$ cat config.mk
export PLATFORM = sky130hd
export DESIGN_NAME = api_frame_receive_deframer_unit_flat
export DESIGN_NICKNAME = d
export VERILOG_FILES = /design/src/rtl/afrd_pkg.sv /design/src/rtl/afrd_ifs.sv /design/src/rtl/afrd_in_reg.sv /design/src/rtl/afrd_core.sv /design/src/rtl/afrd_out_reg.sv /design/src/rtl/api_frame_receive_deframer_unit.sv /design/src/flat_wrapper.sv
export VERILOG_INCLUDE_DIRS = /design/src /design/src/rtl
export SDC_FILE = /design/constraint.sdc
export NUM_CORES = 1
export LEC_CHECK = 0
export ABC_AREA = 1
export BUFFER_PORTS_ARGS = -buffer_cell sky130_fd_sc_hd__buf_2
export CELL_PAD_IN_SITES_DETAIL_PLACEMENT = 1
export CELL_PAD_IN_SITES_GLOBAL_PLACEMENT = 2
export CORE_UTILIZATION = 31
export DETAILED_ROUTE_END_ITERATION = 8
export PLACE_DENSITY_LB_ADDON = 0.12
export SLEW_MARGIN = 20
export SYNTH_ARGS = -nofsm -noshare
export SYNTH_HDL_FRONTEND = slang
export SYNTH_SLANG_ARGS = --single-unit
export TNS_END_PERCENT = 30
$ cat constraint.sdc
create_clock -name i_clk -period 2.14 [get_ports i_clk]
set_clock_uncertainty 0.15 [all_clocks]
set_input_delay 0.214 -clock i_clk [delete_from_list [all_inputs] [get_ports i_clk]]
set_output_delay 0.214 -clock i_clk [all_outputs]
set_load 0.02 [all_outputs]
$ cat src/rtl/assert_macros.svh
// assertion macros shared by the deframer rtl
`ifndef ASSERT_MACROS_SVH
`define ASSERT_MACROS_SVH

`ifndef SYNTH

// same-cycle implication, checked on every rising edge out of reset
`define AFRD_ASSERT_IMPLIES(label, clk, rst_n, ante, cons) \
    label: assert property (@(posedge clk) disable iff (!(rst_n)) (ante) |-> (cons)) \
        else $error("assertion failed: same-cycle implication");

// next-cycle implication
`define AFRD_ASSERT_NEXT(label, clk, rst_n, ante, cons) \
    label: assert property (@(posedge clk) disable iff (!(rst_n)) (ante) |=> (cons)) \
        else $error("assertion failed: next-cycle implication");

`else

`define AFRD_ASSERT_IMPLIES(label, clk, rst_n, ante, cons)
`define AFRD_ASSERT_NEXT(label, clk, rst_n, ante, cons)

`endif

`endif

$ cat src/rtl/afrd_pkg.sv
// types and constants for the api frame receive deframer
`timescale 1ns / 1ps
`default_nettype none

package afrd_pkg;

    // largest frame, delimiter and length and checksum included
    localparam int MAX_FRAME_BYTES = 256;

    // longest payload length that still fits a frame
    localparam logic [7:0] LEN_LIMIT = 8'(MAX_FRAME_BYTES - 4);

    localparam logic [7:0] DELIM_RESET = 8'h7E;
    localparam logic [7:0] SUM_BASE    = 8'hFF;

    // position of the two length bytes after the delimiter
    localparam logic [7:0] POS_LEN_HIGH = 8'd0;
    localparam logic [7:0] POS_LEN_LOW  = 8'd1;
    localparam logic [7:0] POS_PAYLOAD  = 8'd2;

    typedef enum logic [1:0] {
        ST_PAYLOAD  = 2'd0,
        ST_GOOD     = 2'd1,
        ST_BAD_SUM  = 2'd2,
        ST_TOO_LONG = 2'd3
    } t_status;

    typedef struct packed {
        logic [7:0] data_byte;
        logic [7:0] payload_offset;
        logic       end_of_frame;
        t_status    frame_status;
    } t_result;

    typedef struct packed {
        logic    has_result;
        t_result result;
    } t_core_out;

endpackage

`default_nettype wire

$ cat src/rtl/afrd_ifs.sv
// valid/ready channel interfaces for received bytes and deframed results
`timescale 1ns / 1ps
`default_nettype none

interface afrd_rx_if;
    logic       valid;
    logic       ready;
    logic [7:0] rx_byte;

    modport source (output valid, output rx_byte, input ready);
    modport sink (input valid, input rx_byte, output ready);
endinterface

interface afrd_res_if;
    logic       valid;
    logic       ready;
    logic [7:0] data_byte;
    logic [7:0] payload_offset;
    logic       end_of_frame;
    logic [1:0] frame_status;

    modport source (
        output valid, output data_byte, output payload_offset,
        output end_of_frame, output frame_status, input ready
    );
    modport sink (
        input valid, input data_byte, input payload_offset,
        input end_of_frame, input frame_status, output ready
    );
endinterface

`default_nettype wire

$ cat src/rtl/afrd_in_reg.sv
// input register holding one received byte
`timescale 1ns / 1ps
`default_nettype none

module afrd_in_reg (
    input  logic       i_clk,
    input  logic       i_rst_n,
    afrd_rx_if.sink    i_rx,
    input  logic       i_take,
    output logic       o_valid,
    output logic [7:0] o_byte
);
    import afrd_pkg::*;

    logic       r_valid;
    logic [7:0] r_byte;

    // refill in the same cycle the held byte is consumed
    assign i_rx.ready = !r_valid || i_take;

    always_ff @(posedge i_clk) begin
        if (!i_rst_n) begin
            r_valid <= 1'b0;
        end else if (i_rx.ready) begin
            r_valid <= i_rx.valid;
        end
    end

    always_ff @(posedge i_clk) begin
        if (i_rx.valid && i_rx.ready) begin
            r_byte <= i_rx.rx_byte;
        end
    end

    assign o_valid = r_valid;
    assign o_byte  = r_byte;

endmodule

`default_nettype wire

$ cat src/rtl/afrd_core.sv
// frame state, length capture and checksum check
`timescale 1ns / 1ps
`default_nettype none
`include "assert_macros.svh"

module afrd_core (
    input  logic                i_clk,
    input  logic                i_rst_n,
    input  logic                i_cfg_wr_en,
    input  logic [7:0]          i_cfg_wr_data,
    input  logic                i_fire,
    input  logic [7:0]          i_byte,
    output afrd_pkg::t_core_out o_out
);
    import afrd_pkg::*;

    logic [7:0] r_delim_val;
    logic       r_in_frame, n_in_frame;
    logic [7:0] r_pos, n_pos;
    logic [7:0] r_len_high, n_len_high;
    logic [7:0] r_len, n_len;
    logic [7:0] r_sum, n_sum;
    logic [7:0] w_offset;
    logic [7:0] w_expect;
    logic       w_too_long;

    assign w_offset   = r_pos - POS_PAYLOAD;
    assign w_expect   = SUM_BASE - r_sum;
    assign w_too_long = (r_len_high != 8'd0) || (i_byte > LEN_LIMIT);

    always_comb begin
        n_in_frame = r_in_frame;
        n_pos      = r_pos;
        n_len_high = r_len_high;
        n_len      = r_len;
        n_sum      = r_sum;
        o_out      = '0;

        if (!r_in_frame) begin
            if (i_byte == r_delim_val) begin
                n_in_frame = 1'b1;
                n_pos      = POS_LEN_HIGH;
                n_len_high = 8'd0;
                n_len      = 8'd0;
                n_sum      = 8'd0;
            end
        end else if (r_pos == POS_LEN_HIGH) begin
            n_len_high = i_byte;
            n_pos      = POS_LEN_LOW;
        end else if (r_pos == POS_LEN_LOW) begin
            if (w_too_long) begin
                o_out.has_result            = 1'b1;
                o_out.result.data_byte      = i_byte;
                o_out.result.payload_offset = 8'd0;
                o_out.result.end_of_frame   = 1'b1;
                o_out.result.frame_status   = ST_TOO_LONG;
                n_in_frame                  = 1'b0;
                n_pos                       = POS_LEN_HIGH;
            end else begin
                n_len = i_byte;
                n_sum = 8'd0;
                n_pos = POS_PAYLOAD;
            end
        end else begin
            o_out.has_result            = 1'b1;
            o_out.result.data_byte      = i_byte;
            o_out.result.payload_offset = w_offset;
            if (w_offset == r_len) begin
                // checksum byte closes the frame
                o_out.result.end_of_frame = 1'b1;
                o_out.result.frame_status = (i_byte == w_expect) ? ST_GOOD : ST_BAD_SUM;
                n_in_frame                = 1'b0;
                n_pos                     = POS_LEN_HIGH;
            end else begin
                o_out.result.end_of_frame = 1'b0;
                o_out.result.frame_status = ST_PAYLOAD;
                n_sum                     = r_sum + i_byte;
                n_pos                     = r_pos + 8'd1;
            end
        end
    end

    always_ff @(posedge i_clk) begin
        if (!i_rst_n) begin
            r_delim_val <= DELIM_RESET;
            r_in_frame  <= 1'b0;
            r_pos       <= 8'd0;
            r_len_high  <= 8'd0;
            r_len       <= 8'd0;
            r_sum       <= 8'd0;
        end else begin
            if (i_cfg_wr_en) begin
                r_delim_val <= i_cfg_wr_data;
            end
            if (i_fire) begin
                r_in_frame <= n_in_frame;
                r_pos      <= n_pos;
                r_len_high <= n_len_high;
                r_len      <= n_len;
                r_sum      <= n_sum;
            end
        end
    end

    // a delimiter write lands in the register on the next edge
    `AFRD_ASSERT_NEXT(a_cfg_lands, i_clk, i_rst_n, i_cfg_wr_en, r_delim_val == $past(i_cfg_wr_data))
    `AFRD_ASSERT_NEXT(a_eof_hunts, i_clk, i_rst_n, i_fire && o_out.has_result && o_out.result.end_of_frame, !r_in_frame && (r_pos == POS_LEN_HIGH))
    `AFRD_ASSERT_IMPLIES(a_off_bound, i_clk, i_rst_n, r_in_frame && (r_pos >= POS_PAYLOAD), w_offset <= r_len)
    `AFRD_ASSERT_IMPLIES(a_len_fits, i_clk, i_rst_n, r_in_frame && (r_pos >= POS_PAYLOAD), r_len <= LEN_LIMIT)

endmodule

`default_nettype wire

$ cat src/rtl/afrd_out_reg.sv
// result register feeding the output channel
`timescale 1ns / 1ps
`default_nettype none

module afrd_out_reg (
    input  logic              i_clk,
    input  logic              i_rst_n,
    input  logic              i_load,
    input  afrd_pkg::t_result i_result,
    output logic              o_free,
    afrd_res_if.source        o_res
);
    import afrd_pkg::*;

    logic    r_valid;
    t_result r_res;

    // free when empty or when the held transaction leaves this cycle
    assign o_free = !r_valid || o_res.ready;

    always_ff @(posedge i_clk) begin
        if (!i_rst_n) begin
            r_valid <= 1'b0;
        end else if (o_free) begin
            r_valid <= i_load;
        end
    end

    always_ff @(posedge i_clk) begin
        if (i_load && o_free) begin
            r_res <= i_result;
        end
    end

    assign o_res.valid          = r_valid;
    assign o_res.data_byte      = r_res.data_byte;
    assign o_res.payload_offset = r_res.payload_offset;
    assign o_res.end_of_frame   = r_res.end_of_frame;
    assign o_res.frame_status   = r_res.frame_status;

endmodule

`default_nettype wire

$ cat src/rtl/api_frame_receive_deframer_unit.sv
// Receive deframer for API frames: hunts for the start delimiter (register,
// reset 0x7E), takes a two-byte big-endian payload length, passes each payload
// byte out with its offset and checks the closing checksum byte against 0xFF
// minus the 8-bit payload sum. Bytes outside a frame give no transaction; the
// two length bytes give none unless the length is too long for a frame of
// MAX_FRAME_BYTES, which gives one end-of-frame transaction with status 3.
// One byte is taken per clock cycle unless the input register is held; a byte
// that gives a result passes through the input register and then the result
// register before it shows on the result channel. While a result waits on the
// output side, a held byte that also gives a result holds the input register;
// bytes without a result pass regardless. No clearing pass after reset.
`timescale 1ns / 1ps
`default_nettype none

module api_frame_receive_deframer_unit (
    input  logic       i_clk,
    input  logic       i_rst_n,
    input  logic       i_cfg_wr_en,
    input  logic [7:0] i_cfg_wr_data,
    afrd_rx_if.sink    i_rx,
    afrd_res_if.source o_res
);
    import afrd_pkg::*;

    logic       w_held_valid;
    logic [7:0] w_held_byte;
    logic       w_out_free;
    logic       w_take;
    t_core_out  w_core;

    // a byte without a result never waits on the output side
    assign w_take = w_held_valid && (!w_core.has_result || w_out_free);

    afrd_in_reg u_in_reg (
        .i_clk   (i_clk),
        .i_rst_n (i_rst_n),
        .i_rx    (i_rx),
        .i_take  (w_take),
        .o_valid (w_held_valid),
        .o_byte  (w_held_byte)
    );

    afrd_core u_core (
        .i_clk         (i_clk),
        .i_rst_n       (i_rst_n),
        .i_cfg_wr_en   (i_cfg_wr_en),
        .i_cfg_wr_data (i_cfg_wr_data),
        .i_fire        (w_take),
        .i_byte        (w_held_byte),
        .o_out         (w_core)
    );

    afrd_out_reg u_out_reg (
        .i_clk    (i_clk),
        .i_rst_n  (i_rst_n),
        .i_load   (w_take && w_core.has_result),
        .i_result (w_core.result),
        .o_free   (w_out_free),
        .o_res    (o_res)
    );

endmodule

`default_nettype wire

$ cat src/flat_wrapper.sv
// flat-port wrapper written by rule: the top's interface ports become plain ports
module api_frame_receive_deframer_unit_flat import afrd_pkg::*;
  (i_clk, i_rst_n, i_cfg_wr_en, i_cfg_wr_data, i_rx_valid, i_rx_rx_byte, i_rx_ready, o_res_valid, o_res_data_byte, o_res_payload_offset, o_res_end_of_frame, o_res_frame_status, o_res_ready);
  afrd_rx_if i_rx_i ();
  afrd_res_if o_res_i ();
  input  logic i_clk;
  input  logic i_rst_n;
  input  logic i_cfg_wr_en;
  input  logic [7:0] i_cfg_wr_data;
  input wire logic [$bits(i_rx_i.valid)-1:0] i_rx_valid;
  input wire logic [$bits(i_rx_i.rx_byte)-1:0] i_rx_rx_byte;
  output wire logic [$bits(i_rx_i.ready)-1:0] i_rx_ready;
  output wire logic [$bits(o_res_i.valid)-1:0] o_res_valid;
  output wire logic [$bits(o_res_i.data_byte)-1:0] o_res_data_byte;
  output wire logic [$bits(o_res_i.payload_offset)-1:0] o_res_payload_offset;
  output wire logic [$bits(o_res_i.end_of_frame)-1:0] o_res_end_of_frame;
  output wire logic [$bits(o_res_i.frame_status)-1:0] o_res_frame_status;
  input wire logic [$bits(o_res_i.ready)-1:0] o_res_ready;
  assign i_rx_i.valid = i_rx_valid;
  assign i_rx_i.rx_byte = i_rx_rx_byte;
  assign i_rx_ready = i_rx_i.ready;
  assign o_res_valid = o_res_i.valid;
  assign o_res_data_byte = o_res_i.data_byte;
  assign o_res_payload_offset = o_res_i.payload_offset;
  assign o_res_end_of_frame = o_res_i.end_of_frame;
  assign o_res_frame_status = o_res_i.frame_status;
  assign o_res_i.ready = o_res_ready;
  api_frame_receive_deframer_unit u_core (.i_clk(i_clk), .i_rst_n(i_rst_n), .i_cfg_wr_en(i_cfg_wr_en), .i_cfg_wr_data(i_cfg_wr_data), .i_rx(i_rx_i), .o_res(o_res_i));
endmodule
==> results of run 1 <==
[per-stage QoR]
step	area (µm²)	total power, mW	hold WS (ns)	util	setup WS, ns
global route	5180	3.17	0.0280	0.454	-0.151
global placement	4380	1.65	0.241	0.383	-0.0543
floorplan	3660	1.55	0.163	-	0.0155
CTS	4930	3.05	0.00121	0.432	-0.000217
detailed placement	4380	1.65	0.243	0.383	-0.131
finish	5180	3.05	0.00509	0.454	-0.00111
[layout by cell type (no fill, tap or decap), types with 5 or more instances in the layout]
cell type	n
nand3_4	5
buf_6	9
nor2_4	8
nand2_2	12
buf_2	40
clkbuf_16	9
o21ai_0	15
inv_2	5
a211oi_1	5
ha_1	10
nand4_1	7
nor2_1	46
a21oi_1	37
nor2_2	7
xnor2_1	5
nand2_1	96
dlygate4sd3_1	15
buf_4	55
nor3_1	6
edfxtp_1	27
nor3_2	5
dfxtp_1	40
nand3_1	30
xor2_1	5
inv_1	46
[sequential cells by signal, indices dropped and copies added (netlist names), 2 cells and up]
name and flops:
u_core.u_out_reg.o_res.frame_status 2, u_core.u_out_reg.o_res.payload_offset 8, u_core.u_core.r_len 8, u_core.u_out_reg.o_res.data_byte 8, u_core.u_core.r_len_high 8, u_core.u_core.r_delim_val 8, u_core.u_in_reg.o_byte 8, u_core.u_core.r_pos 8
u_core.u_core.r_sum 8
[worst max-delay path: cells and delay by family, from the launching register on]
family / cells / cell delay (ns)
AOI/OAI and AO/OA: 2 / 0.27
buffers and inverters: 1 / 0.19
DFF: 1 / 0.48
and+or+nand+nor: 9 / 0.97
[worst max-delay path by stage]
stage | startpoint | to | slack, ns | cells after the start
after global placement | u_core.u_core.r_pos[2] | u_core.u_core.r_sum[7] | -0.05 | 12
after CTS | u_core.u_core.r_pos[1] | i_rx_ready | -0.0002 | 10
after detailed placement | u_core.u_core.r_pos[1] | u_core.u_core.r_sum[2] | -0.13 | 14
after floorplan | u_core.u_core.r_pos[0] | u_core.u_out_reg.o_res.data_byte[0] | 0.02 | 10
after global routing | u_core.u_in_reg.o_byte[5] | u_core.u_core.r_sum[5] | -0.15 | 12
final | u_core.u_in_reg.o_byte[5] | u_core.u_core.r_sum[4] | -0.001 | 12
[cells by family after synthesis]
group                      after synthesis  synth area share
xor gates and xnor gates                11            0.0264
adders and majority gates               13            0.0467
and+or+nand+nor                        233             0.300
AOI/OAI and AO/OA                       69             0.103
DFF                                     70             0.458
buffers and inverters                   62            0.0655
[power by group through the flow]
| stage | clock network, mW | logic [mW] | registers, mW |
|---|---|---|---|
| after floorplan | 0 | 0.0990 | 1.45 |
| after global placement | 0 | 0.181 | 1.47 |
| after detailed placement | 0 | 0.185 | 1.47 |
| after CTS | 1.40 | 0.220 | 1.43 |
| after global routing | 1.46 | 0.282 | 1.43 |
| final | 1.36 | 0.251 | 1.43 |
[layer usage]
metal	routed length (µm)	GRT usage	vias up
met5	0	0	-
met4	312	0.107	0
met3	204	0.0258	17
met2	5400	0.317	47
met1	4870	0.230	1619
li1	-	-	1755
[area by class of cell]
type                    instances  area, µm²
clock buffers                   9        225
inverters                      52        199
flip-flops and latches         70       1680
clock inverters                 6       37.5
multi-input cells             326       1920
well taps                     143        179
fillers                      1408       6240
repair buffers                123        940
[timing repair]
action / CTS / global route
pin swaps: 7 / 30
setup buffers: 9 / 12
hold buffers: 15 / 0
setup endpoints to repair: 31 / 63
gates resized for setup: 19 / 44
endpoints found under the hold margin: 15 / 0
==> results.yml, run 1 <==
sta:
  clock.fmax_ghz: 0.467
  tightest_slew_ns: 0.371
  rsz0062_at_grt: "true"
  layout_min_cycle_time_ns: 2.14
  tns_ns: -0.00111
  worst_slack_ns: -0.00111
  relSlewSlack: 0.752
  hold_violations: 0
  finalSetupViolCount: 1
  finalCritPeriodShare: 1.00
  slew_violations: 0
critical_path:
  end_kind: "flip-flop"
  worstSetupPathType: "flip-flop to flip-flop"
  max_stage_delay_ns: 0.48
  reg2reg_depth: 12
  slowest_stage: "edfxtp_1"
  cp-start-kind: "flip-flop"
  rr_endpoint: "u_core.u_core.r_sum[4]"
  arrival_ns: 2.26
  rr_startpoint: "u_core.u_in_reg.o_byte[5]"
  worstPathMaxFanout: 8
  required_ns: 2.26
  rrSetupSlack_ns: -0.001
  path_cells: "buf_4 > nand2_1 > nor2_1 > nand2_1 > nand3_4 > nand3_4 > nand2_8 > nor2_8 > nand3_4 > o21ai_4 > nand2_1 > a21oi_2"
pwr:
  p_switching_mw: 0.736
  p_clk_frac: 0.447
  p_leak_nw: 2.18
  pwr-share-seq: 0.470
  swShare: 0.242
  peakVddDrop_mv: 0.323
  comb_power_share: 0.083
  powerDensity_nw_per_um2: 588
  p_int_mw: 2.31
clocking:
  cts_buffers: 9
  clk_latency_ns: 0.34
  clk_pin_slew_worst_paths_ns: 0.06
  clock_sinks: 70
  cts_tree: "done"
  cts.path.max_buffers: 2
  ctsHtreeMaxLevel: 3
  root_buffer: "clkbuf_16"
global_route:
  grt_pass1_wl_um: 17700
  antenna_found_initial: 0
  grt_max_degree: 22
  grt-ovfl-total: 0
  grt_use_total: 0.188
  grt_pass1_vias: 3552
synth:
  avgSynthCellArea_um2: 7.96
  syn_inst: 458
  synth_async_sr_flop_share: 0
  yosys-top-cells-area: "dfxtp_1 (24%), edfxtp_1 (22%), nand2_1 (11%)"
  yosys_warnings: 0
  synth.distinct_cells: 32
  synth.most_common_cell: "nand2_1"
  synthesis.area_um2: 3650
  yosysTopAreaCellShare: 0.236
  ys_seq_area_frac: 0.458
  yosysTopAreaCell: "dfxtp_1"
  synth-edff-count: 27
  syn-num-nets: 492
  synth-seq-cells: 70
  ys_top_cells_by_count: "nand2_1 (106), nor2_1 (54), inv_1 (52), dfxtp_1 (43), a21oi_1 (40)"
  synthFlopType: "dfxtp_1"
cells_and_area:
  nNetsFinal: 616
  drive_above_1_share: 0.316
  antennaDiodeCount: 0
  fin_cells: 729
  area_delta_synth_final_pct: 42.0
status:
  violations: "negative setup slack"
  status: "complete, but fails checks"
floorplanning:
  die_area_um2: 12200
  die_w_um: 110
  initial_core_util: 0.319
  die_h_um: 110
  core_area_um2: 11400
  rows: 39
  pin_count: 42
place:
  placed_cells: 679
  io_buffers: 41
  dpl.hpwl_um: 8100
  place_congestion: 0.770
detailed_routing:
  ant_nets: 0
  dr.pass1.iters: 4
  dr_total_vias: 3438
  drtIter0Drc: 84
  drc: 0
  drt-total-wl_um: 10800
  viasPerCell: 4.72
  wire_per_inst_um: 14.8
hold_path:
  hold_path_startpoint: "i_cfg_wr_data[0]"
  worstHoldEndpoint: "u_core.u_core.r_delim_val[0]"
  hold_path_depth: 3
  hold_class: "primary input to flip-flop"
job:
  cap_violations: 0
No activity file was read; power rests on OpenSTA's default activity.
==> run 2: changes to the inputs <==
--- a/config.mk
+++ b/config.mk
@@ -12,7 +12,7 @@
 export CELL_PAD_IN_SITES_GLOBAL_PLACEMENT = 2
 export CORE_UTILIZATION = 31
 export DETAILED_ROUTE_END_ITERATION = 8
-export PLACE_DENSITY_LB_ADDON = 0.12
+export PLACE_DENSITY_LB_ADDON = 0.1
 export SLEW_MARGIN = 20
 export SYNTH_ARGS = -nofsm -noshare
 export SYNTH_HDL_FRONTEND = slang
==> run 2 against run 1 <==
Effect of this change: the run now ends clean; maximum frequency grew 0.79%; setup slack improved by 0.017 ns; combinational power rose by 10%; sequential share of layout area shrank 1.1 points; first-iteration DRC count up 46%; routed wire length increased by 6.3%; sequential cell count did not move; critical path depth shrank 2; non-clock buffer count rose by 11; worst hold slack lost 0.0045 ns; design area grew 3.6%; critical path type is now flip-flop to primary output; highest routed layer unchanged.
==> results.yml, run 2 (synthesized netlist as in run 1, its figures left out) <==
sta:
  relSlewSlack: 0.759
  finalSetupViolCount: 0
  layout_min_cycle_time_ns: 2.12
  slew_violations: 0
  tightest_slew_ns: 0.362
  hold_violations: 0
  clock.fmax_ghz: 0.471
  rsz0062_at_grt: "true"
  finalCritPeriodShare: 0.993
clocking:
  root_buffer: "clkbuf_16"
  clk_latency_ns: 0.35
  ctsHtreeMaxLevel: 3
  cts_buffers: 9
  clk_pin_slew_worst_paths_ns: 0.06
  cts_tree: "done"
  cts.path.max_buffers: 2
  clock_sinks: 70
place:
  io_buffers: 41
  place_congestion: 0.767
  placed_cells: 698
  dpl.hpwl_um: 8650
floorplanning:
  die_area_um2: 12200
  initial_core_util: 0.319
  die_w_um: 110
  pin_count: 42
  rows: 39
  core_area_um2: 11400
  die_h_um: 110
cells_and_area:
  final_common_cell: "nand2_1"
  final_cell_mix: "nand2_1 (90), buf_4 (65), nor2_1 (45), inv_1 (43), buf_2 (40)"
  drive_above_1_share: 0.349
  antennaDiodeCount: 0
  post-route-util: 0.470
  nNetsFinal: 627
  area_delta_synth_final_pct: 47.2
  fin_cells: 741
critical_path:
  cp-start-kind: "flip-flop"
  worstPathMaxFanout: 5
  end_kind: "primary output"
  worstSetupPathType: "flip-flop to primary output"
  required_ns: 1.78
  arrival_ns: 1.76
global_route:
  grt_max_degree: 17
  antenna_found_initial: 0
  grt-ovfl-total: 0
  grt_pass1_vias: 3727
  grt_use_total: 0.195
  grt_pass1_wl_um: 18300
hold_path:
  hold_class: "primary input to flip-flop"
pwr:
  p_leak_nw: 2.26
  powerDensity_nw_per_um2: 612
  peakVddDrop_mv: 0.423
detailed_routing:
  viasPerCell: 4.75
  dr.pass1.iters: 4
  drt-total-wl_um: 11500
  drtIter0Drc: 123
  drc: 0
  ant_nets: 0
  wire_per_inst_um: 15.5
  dr_total_vias: 3519
status:
  status: "finished clean"
job:
  cap_violations: 0
==> run 2: what timing repair did <==
item                                   in CTS  in global routing
setup buffers                               6                  7
endpoints found under the hold margin      15                  0
pin swaps                                   6                 23
hold buffers                               15                  0
resized for setup                          19                 55
setup endpoints to repair                  36                 64
==> run 2: path summary, 6_finish.rpt <==
check                                from                           end  slack, ns  depth (start not counted)
min                      i_cfg_wr_data[0]  u_core.u_core.r_delim_val[0]     0.0006                          3
min reg2reg  u_core.u_core.r_delim_val[0]  u_core.u_core.r_delim_val[0]       0.32                          2
max reg2reg     u_core.u_in_reg.o_byte[1]        u_core.u_core.r_sum[2]       0.03                         10
max                u_core.u_core.r_pos[0]                    i_rx_ready       0.02                         10
==> run 2: through the flow <==
step	hold slack, ns	TNS (ns)	instance area (µm²)	setup slack (ns)	total power, mW
final	0.000562	0	5370	0.0157	3.28
after global routing	0.0144	-1.16	5370	-0.111	3.40
after CTS	0.00126	0	5100	0.00126	3.28
after detailed placement	0.243	-1.92	4560	-0.117	1.68
after global placement	0.242	-0.0515	4560	-0.0501	1.67
after floorplan	0.163	0	3660	0.0155	1.55
==> run 2: final cells by class <==
class | instances | area, µm²
Clock buffer | 12 | 258
Clock inverter | 4 | 53.8
Fill cell | 1372 | 6050
Inverter | 52 | 199
Multi-Input combinational cell | 326 | 1960
Sequential cell | 70 | 1680
Tap cell | 143 | 179
Timing Repair Buffer | 134 | 1040
==> run 2: critical path, cell delays in order (launching register included) <==
cell and delay (ns):
dfxtp_2 0.37, inv_1 0.10, ha_4 0.17, nand2_2 0.07, nor2_4 0.05, nor2_4 0.12
buf_4 0.14, nand2_2 0.05, inv_2 0.07, nand3_2 0.10, buf_4 0.19
==> run 2: power by group <==
part	internal [mW]	total, mW	switching, mW
sequential	1.40	1.43	0.0258
clock	0.976	1.58	0.600
combinational	0.142	0.277	0.135
total	2.52	3.28	0.761
==> run 2: layer usage <==
layer / global-route usage / up-vias / wire length [µm]
li1: - / 1785 / -
met1: 0.220 / 1676 / 4920
met2: 0.357 / 44 / 6080
met3: 0.0324 / 14 / 263
met4: 0.0880 / 0 / 208
met5: 0 / - / 0
